## src/hdl/rpfs_ram.sv

```systemverilog
// rpfs_ram: generic RAM, one write port, two registered read ports.
// A read of the address written in the same cycle returns the new data.
// No dependencies.
module rpfs_ram #(
  parameter int WIDTH = 24,
  parameter int DEPTH = 8
) (
  input  logic                     clk,
  input  logic                     we,
  input  logic [$clog2(DEPTH)-1:0] wr_addr,
  input  logic [WIDTH-1:0]         wr_data,
  input  logic [$clog2(DEPTH)-1:0] rd_addr_a,
  output logic [WIDTH-1:0]         rd_data_a,
  input  logic [$clog2(DEPTH)-1:0] rd_addr_b,
  output logic [WIDTH-1:0]         rd_data_b
);

  logic [WIDTH-1:0] mem [DEPTH];

  always_ff @(posedge clk) begin
    if (we) begin
      mem[wr_addr] <= wr_data;
    end
    rd_data_a <= (we && wr_addr == rd_addr_a) ? wr_data : mem[rd_addr_a];
    rd_data_b <= (we && wr_addr == rd_addr_b) ? wr_data : mem[rd_addr_b];
  end

endmodule

```

## config.mk

```make
export PLATFORM = sky130hd
export DESIGN_NAME = rpfs_ram
export DESIGN_NICKNAME = d
export VERILOG_FILES = /design/src/hdl/rpfs_ram.sv
export SDC_FILE = /design/constraint.sdc
export NUM_CORES = 1
export LEC_CHECK = 0
export BUFFER_PORTS_ARGS = -buffer_cell sky130_fd_sc_hd__buf_2
export CAP_MARGIN = 20
export CELL_PAD_IN_SITES_DETAIL_PLACEMENT = 1
export CELL_PAD_IN_SITES_GLOBAL_PLACEMENT = 1
export CORE_AREA = 3 3 130 132
export CTS_CLUSTER_DIAMETER = 100
export CTS_CLUSTER_SIZE = 10
export DETAILED_ROUTE_END_ITERATION = 10
export DIE_AREA = 0 0 133 135
export PLACE_DENSITY = 0.85
export SLEW_MARGIN = 5
export SYNTH_ARGS = -nofsm -noshare
export SYNTH_HDL_FRONTEND = slang
export SYNTH_SLANG_ARGS = --single-unit
```

## constraint.sdc

```tcl
create_clock -name clk -period 7.35 [get_ports clk]
set_input_delay 1.1025 -clock clk [delete_from_list [all_inputs] [get_ports clk]]
set_output_delay 1.1025 -clock clk [all_outputs]
set_load 0.01 [all_outputs]
```

==> out/qor.yml, run 1 <==
grt_pass1_wl_um: 30800
initial_utilization_pct: 56.7
synth_compound_area_share_pct: 0
async_flop_share_pct: 0
min_period_over_period_pct: 49.9
status: "finished clean"
antenna_found_initial: 2
largest_register_ffs: 192
cp-start-kind: "flop"
final_antenna_net_count: 0
synth_edf_count: 192
post_cts_buffers: 0
die_area_um2: 18000
wl_per_cell_um: 29.3
syn_avg_cell_area_um2: 23.5
endpoint: "rd_data_a[0]"
synth_fa_ha_area_share_pct: 0
synth.distinct_cells: 15
postPlaceCellArea_um2: 9550
num_vias: 4434
yosysWarnings: 0
largest_registers: "mem x192"
ctsHoldBuffers: 0
yosys.area_share.simple_pct: 0.656
drc: 0
setup_viol: 0
worstPathArrival_ns: 2.56
ys_top_cells_by_area: "edfxtp_1, mux4_2, mux2_4"
final_nets: 497
drive_above_1_share_pct: 57.9
slew_headroom_pct: 31.8
report.final.slew_viol_count: 0
worst_pin_slew_ns: 1.02
clockBufferDepth: 2
rows: 46
die_x_um: 133
crit_path_max_fanout: 48
synthCells: 381
drtPass1Iterations: 4
hold_path.class: "primary input to flop"
synth_seq_cells: 198
synth_area_um2: 8970
area_growth_pct: 13.5
htree_levels: 4
final-hold-violation-count: 0
cts_resized: 0
ys.flop_type: "edfxtp_1"
ir_drop_v: 0.000176
cts_made_buffers: 17
drt_iter0_drc: 544
fillCellCount: 1268
synthXorXnorAreaFrac_pct: 0
dp_hpwl_um: 11200
rsz0062_at_grt: "no"
end_kind: "primary output"
final_util_pct: 64.3
die_h_um: 135
finalPower_mw: 2.49
top_register: "mem"
maxCapViolations: 0
syn-num-nets: 416
pre_cts_slack_ns: 4.08
stdcell_area_um2: 10200
worstPathRequired_ns: 6.25
yosysMostFrequentCell: "edfxtp_1"
cts_tree: "yes"
timing.fmax_mhz: 273
synth_top_family_by_area: "multiplexers"
clkSlewWorstSetupHoldPaths_ns: 0.07
powerDensity_nw_per_um2: 245
fin_tns_setup_ns: 0
gp_congestion: 0.699
io_buffers: 82
cts_sinks: 198
cts_root_buffer: "clkbuf_16"
postRouteWirelength_um: 20300
yosys-top-cells-count: "edfxtp_1, mux4_2, mux2_4, mux2_2, buf_2"
grt_remaining_overflow: 0
ios: 83
synthMuxAreaShare_pct: 31.6
min_period_ns: 3.67
leakagePower_nw: 3.41
viasPerCell: 6.41
grt_pass1_vias: 4958
grt_max_degree: 49
seq_area_frac_synth_pct: 65.6
synth_area_leader_cell: "edfxtp_1"
grtUsageTotal_pct: 23.9
synth_top_area_share_pct: 64.3
fin_ws_ns: 3.68
core-area_um2: 15800
worstSetupPathType: "flop to primary output"
metrics by stage:
stage,instances,hold slack (ns)
6_report,692,0.767
2_1_floorplan,381,1.13
3_3_place_gp,657,1.20
5_1_grt,692,0.758
3_5_place_dp,657,1.21
4_1_cts,689,0.757
layout make-up:
| class | count | area, um^2 | share of cell area (%) |
|---|---|---|---|
| multi-input combinational | 157 | 2940 | 28.9 |
| timing repair buffer | 88 | 468 | 4.59 |
| sequential | 198 | 5900 | 57.9 |
| clock inverter | 15 | 176 | 1.73 |
| tap | 216 | 270 | 2.65 |
| clock buffer | 17 | 425 | 4.18 |
| antenna | 1 | 2.50 | 0.0246 |
cells in the final DEF, fill, tap and decap left out, types with 3 or more instances in the layout:
cell	instances
mux2_2	16
buf_2	82
inv_6	3
mux4_2	94
mux2_4	32
nor2_4	6
nand2b_1	3
bufinv_16	3
clkbuf_16	17
dfxtp_2	4
clkinvlp_4	4
edfxtp_1	192
buf_4	5
clkinv_2	3
cell families (layout without fill, tap and decap cells):
group	after synthesis	in the layout
flops	198	198
mux	144	144
buf+inv	26	120
simple gates	13	13
other cells	0	1
worst min path at each step:
stage / cells after the start / slack [ns] / startpoint / endpoint
finish: 1 / 0.77 / rd_addr_b[1] / flop
global route: 1 / 0.76 / rd_addr_b[0] / flop
CTS: 1 / 0.76 / rd_addr_b[1] / flop
detailed placement: 1 / 1.21 / rd_addr_b[2] / flop
global placement: 1 / 1.20 / rd_addr_a[2] / flop
floorplan: 0 / 1.13 / rd_addr_a[0] / flop
critical path: stages (launching register included):
cell and delay, ns:
dfxtp_4 1.01, mux4_2 0.64, mux2_2 0.29, buf_2 0.14
per-layer routing:
metal / part of all wire (%) / GRT usage, % / wire [um] / vias up
met5: 0.039 / 0 / 8 / -
met3: 6.1 / 4.73 / 1240 / 28
met1: 39 / 30.8 / 7850 / 2374
met4: 1.8 / 8.31 / 357 / 2
met2: 53 / 41.4 / 10800 / 193
li1: - / - / - / 1837
power breakdown:
group | total (mW) | switching [mW] | internal, mW
registers | 1.32 | 0.0386 | 1.28
clock network | 0.946 | 0.409 | 0.537
logic | 0.232 | 0.103 | 0.130
No activity file was read; power rests on OpenSTA's default activity.
==> run 2, diff against run 1 <==
Settings changed: CORE_AREA 3 3 130 132 to 3 3 143 145, DIE_AREA 0 0 133 135 to 0 0 146 148, PLACE_DENSITY 0.85 to 0.75.
Clock period 7.35 ns to 3.2 ns, I/O delays scaled along.
==> run 2 against run 1 <==
  * Global-route usage is 4.8 points lower
  * First-iteration DRC count is 40% lower
  * Die area is 20% higher
  * Sequential cell count stayed put
  * Hold slack worse by 0.62 ns
  * Critical endpoint is now rd_data_b[14]
  * Non-clock buffer count is 15 higher
==> out/qor.yml, run 2 (same netlist as run 1, synthesis figures left out) <==
core-area_um2: 19300  # +22%
post_cts_buffers: 0  # unchanged
setup_viol: 0  # unchanged
hold_path.class: "primary input to flop"
drtPass1Iterations: 5  # +1
ios: 83  # unchanged
largest_registers: "mem x192"
combPwrFrac_pct: 10.0  # +0.7 points
drt_iter0_drc: 329  # -40%
clkSlewWorstSetupHoldPaths_ns: 0.07  # about the same
grt_remaining_overflow: 0  # unchanged
initial_utilization_pct: 46.4  # -10 points
area_growth_pct: 15.3
seqPwrFrac_pct: 53.9  # +1.2 points
min_period_over_period_pct: 88.9
top_register: "mem"
cts_tree: "yes"
cts_sinks: 198  # unchanged
final_common_cell: "edfxtp_1"
p_switching_mw: 1.21  # +120%
crit_path_max_fanout: 25  # -48%
grt_max_degree: 49  # unchanged
slew_headroom_pct: 46.2  # +14 points
io_buffers: 82  # unchanged
mostFrequentLayoutCells: "edfxtp_1, mux4_2, buf_2, mux2_4, clkbuf_16"
worst_pin_slew_ns: 0.807  # -0.216 ns
htree_levels: 4  # unchanged
worstPathRequired_ns: 2.72  # -3.53 ns
num_vias: 4408  # -0.59%
powerDensity_nw_per_um2: 539  # +120%
postRouteWirelength_um: 19700  # -2.8%
report.final.slew_viol_count: 0  # unchanged
leakagePower_nw: 3.48  # +2.2%
wl_per_cell_um: 26.2  # -11%
worstPathArrival_ns: 2.36  # -0.20 ns
p_clk_share_pct: 36.1  # -1.8 points
cp-start-kind: "flop"
end_kind: "primary output"
die_h_um: 148  # +9.6%
largest_register_ffs: 192  # unchanged
cts_resized: 0  # unchanged
final_nets: 512  # +3.0%
gp_congestion: 0.716  # +2.4%
grtUsageTotal_pct: 19.1  # -4.8 points
grt_pass1_wl_um: 30300  # -1.7%
ctsHoldBuffers: 0  # unchanged
cts_root_buffer: "clkbuf_16"
grt_pass1_vias: 4952  # -0.12%
drive_above_1_share_pct: 58.4  # +0.51 points
die_area_um2: 21600  # +20%
rsz0062_at_grt: "no"
viasPerCell: 5.85  # -8.6%
fillCellCount: 1701  # +34%
rows: 51  # +11%
final-hold-violation-count: 0  # unchanged
dp_hpwl_um: 12400  # +10%
antenna_found_initial: 1  # -1
final_antenna_net_count: 0  # unchanged
cts_made_buffers: 17  # unchanged
antenna_cells: 0  # -1
fin_tns_setup_ns: 0  # unchanged
die_x_um: 146  # +9.8%
finalPower_mw: 5.58  # +120%
maxCapViolations: 0  # unchanged
ir_drop_v: 0.000390  # +120%
drc: 0  # unchanged
swShare_pct: 21.6  # -0.43 points
status: "finished clean"
p_int_mw: 4.37  # +120%
min_period_ns: 2.84
clockBufferDepth: 2  # unchanged
timing.fmax_mhz: 352
worstSetupPathType: "flop to primary output"
-- run 2: critical path, stage by stage (launching register included) --
cell	delay, ns
dfxtp_4	0.68
buf_4	0.29
mux4_2	0.52
mux2_4	0.28
buf_2	0.14
-- run 2: power by group through the flow --
stage / Clock, mW / Combinational [mW] / Sequential, mW
5_1_grt: 2.18 / 0.598 / 3.02
4_1_cts: 2.07 / 0.570 / 3.01
3_5_place_dp: 0 / 0.567 / 3.06
2_1_floorplan: 0 / 0.396 / 3.01
3_3_place_gp: 0 / 0.555 / 3.05
6_report: 2.02 / 0.559 / 3.00
-- run 2: path summary, 6_finish.rpt --
check / end / from / depth (start not counted)
max: rd_data_b[14] / flop / 4
min: flop / rd_addr_b[1] / 1
-- run 2: layer usage --
metal  GRT usage, %  routed length [um]  up-vias
met2           33.2               10600      145
met3           3.40                1070       22
met1           24.9                7760     2373
met5              0                  13        -
met4           5.88                 233        2
li1               -                   -     1866
-- run 2: cell type report --
class / count / area, um^2 / share of cell area (%)
flip-flops and latches: 198 / 5900 / 57.0
clock inverters: 12 / 113 / 1.09
well taps: 265 / 332 / 3.20
multi-input cells: 157 / 2940 / 28.5
repair buffers: 103 / 631 / 6.10
clock buffers: 18 / 429 / 4.15
-- run 2: metrics by stage --
step / cell area (um^2) / std cells / util (%) / hold WS, ns / setup slack (ns)
2_1_floorplan: 8970 / 381 / - / 0.508 / 0.435
3_3_place_gp: 9800 / 723 / 50.7 / 0.584 / 0.765
3_5_place_dp: 9800 / 723 / 50.7 / 0.585 / 0.746
4_1_cts: 10300 / 753 / 53.5 / 0.118 / 0.255
5_1_grt: 10300 / 753 / 53.5 / 0.123 / 0.180
6_report: 10300 / 753 / 53.5 / 0.146 / 0.357
==> run 3, diff against run 2 <==
Settings changed: BUFFER_PORTS_ARGS -buffer_cell sky130_fd_sc_hd__buf_2 to not set, CORE_AREA 3 3 143 145 to 3 3 137 139, DIE_AREA 0 0 146 148 to 0 0 140 142, DONT_BUFFER_PORTS set to 1, PLACE_DENSITY 0.75 to not set, PLACE_DENSITY_LB_ADDON set to 0.1.
==> run 3 against run 2 <==
  * Fmax grew 4.6%
  * Sequential cell count unchanged
  * Hold slack got worse by 0.078 ns
  * Sequential power about the same
  * Total power up 1.5%
  * Non-clock buffer count down 84
  * Largest power group unchanged
  * Highest routed layer is now met4
  * Global-route usage grew 0.71 points
  * Design area down 4.0%
==> out/qor.yml, run 3 (same netlist as run 1, synthesis figures left out) <==
cts_resized: 0  # unchanged
worstPathArrival_ns: 2.24  # -0.12 ns
fin_tns_setup_ns: 0  # unchanged
hold_path.class: "primary input to flop"
ios: 83  # unchanged
cp-start-kind: "flop"
antenna_found_initial: 0  # -1
rsz0062_at_grt: "no"
gp_congestion: 0.720  # +0.64%
num_vias: 4019  # -8.8%
crit_chain: "buf_12 -> mux4_2 -> mux2_2"
final_util_pct: 55.9  # +2.4 points
final_nets: 428  # -16%
core-area_um2: 17800  # -8.0%
cts_made_buffers: 17  # unchanged
final_antenna_net_count: 0  # unchanged
cts_root_buffer: "clkbuf_16"
grt_pass1_vias: 4598  # -7.1%
min_period_over_period_pct: 84.9  # -3.9 points
cts_sinks: 198  # unchanged
drc: 0  # unchanged
max_stage_delay_ns: 0.63  # -0.05 ns
die_h_um: 142  # -4.1%
leakagePower_nw: 3.17  # -8.9%
status: "finished clean"
holdPathStages: 0  # -1
grtUsageTotal_pct: 19.8  # +0.71 points
viasPerCell: 6.33  # +8.1%
post_cts_buffers: 0  # unchanged
grt_pass1_wl_um: 28400  # -6.3%
mostFrequentLayoutCells: "edfxtp_1, mux4_2, mux2_4, clkbuf_16, mux2_2"
maxCapViolations: 0  # unchanged
min_period_ns: 2.72  # -0.125 ns
report.final.slew_viol_count: 0  # unchanged
worstPathRequired_ns: 2.72  # about the same
final_common_cell: "edfxtp_1"
die_area_um2: 19900  # -8.0%
grt_max_degree: 31  # -37%
die_x_um: 140  # -4.1%
largest_register_ffs: 192  # unchanged
ctsHoldBuffers: 0  # unchanged
largest_registers: "mem x192"
ir_drop_v: 0.000390  # -0.11%
rows: 49  # -3.9%
worstSetupPathType: "flop to primary output"
clkSlewWorstSetupHoldPaths_ns: 0.07  # about the same
cpMaxStageDelayCell: "dfxtp_4"
holdCritStartpoint: "rd_addr_a[2]"
slew_headroom_pct: 56.9  # +11 points
worst_pin_slew_ns: 0.646  # -0.161 ns
antenna_cells: 0  # unchanged
timing.fmax_mhz: 368  # +4.6%
io_buffers: 0  # -100%
pre_cts_slack_ns: 0.882  # +0.135 ns
htree_levels: 4  # unchanged
cts_tree: "yes"
clockBufferDepth: 2  # unchanged
area_growth_pct: 10.7
grt_remaining_overflow: 0  # unchanged
drt_iter0_drc: 249  # -24%
crit_path_max_fanout: 24  # -4.0%
fin_ws_ns: 0.482  # +0.125 ns
final-hold-violation-count: 0  # unchanged
drtPass1Iterations: 4  # -1
top_register: "mem"
dp_hpwl_um: 11500  # -7.3%
powerDensity_nw_per_um2: 570  # +5.7%
initial_utilization_pct: 50.5  # +4.1 points
drive_above_1_share_pct: 50.2  # -8.2 points
setup_viol: 0  # unchanged
wl_per_cell_um: 29.3  # +12%
postRouteWirelength_um: 18600  # -5.5%
end_kind: "primary output"
[run 3: cell type report]
type                    instances  area (um^2)
repair buffers                 19          193
flip-flops and latches        198         5900
fillers                      1496         7850
clock inverters                15          186
clock buffers                  17          425
multi-input cells             157         2940
well taps                     229          287
[run 3: worst max-delay path by stage]
stage / slack (ns) / cells past startpoint / start / to
after floorplan: 0.44 / 2 / wr_addr[2] / mem[0][0]
after global placement: 0.89 / 3 / flop / rd_data_a[12]
after detailed placement: 0.88 / 3 / flop / rd_data_a[16]
after CTS: 0.40 / 3 / flop / rd_data_a[16]
after global routing: 0.34 / 3 / flop / rd_data_a[16]
final: 0.48 / 3 / flop / rd_data_b[15]
[run 3: per-stage QoR]
step	std cells	hold slack (ns)	cell area, um^2	power, mW
CTS	635	0.0437	9930	5.72
global route	635	0.0389	9930	5.87
global placement	603	0.508	9320	3.51
detailed placement	603	0.508	9320	3.52
floorplan	381	0.508	8970	3.41
finish	635	0.0680	9930	5.66
[run 3: worst max-delay path: cells and delay by family, from the launching register on]
kind | cells | cell delay (ns)
muxes | 2 | 0.87
DFF | 1 | 0.63
buffers and inverters | 1 | 0.29
[run 3: layer usage]
metal	wire length [um]	vias up	global-route usage, %
met3	1050	11	6.18
met1	7440	2219	24.3
met4	148	0	4.90
li1	-	1696	-
met5	0	-	0
met2	9980	93	34.9
[run 3: report_power, final]
group	leakage [nW]	total, mW	switching, mW	internal [mW]
clock network	0.291	2.21	0.914	1.30
registers	1.80	3.00	0.0664	2.93
logic	1.09	0.450	0.196	0.254
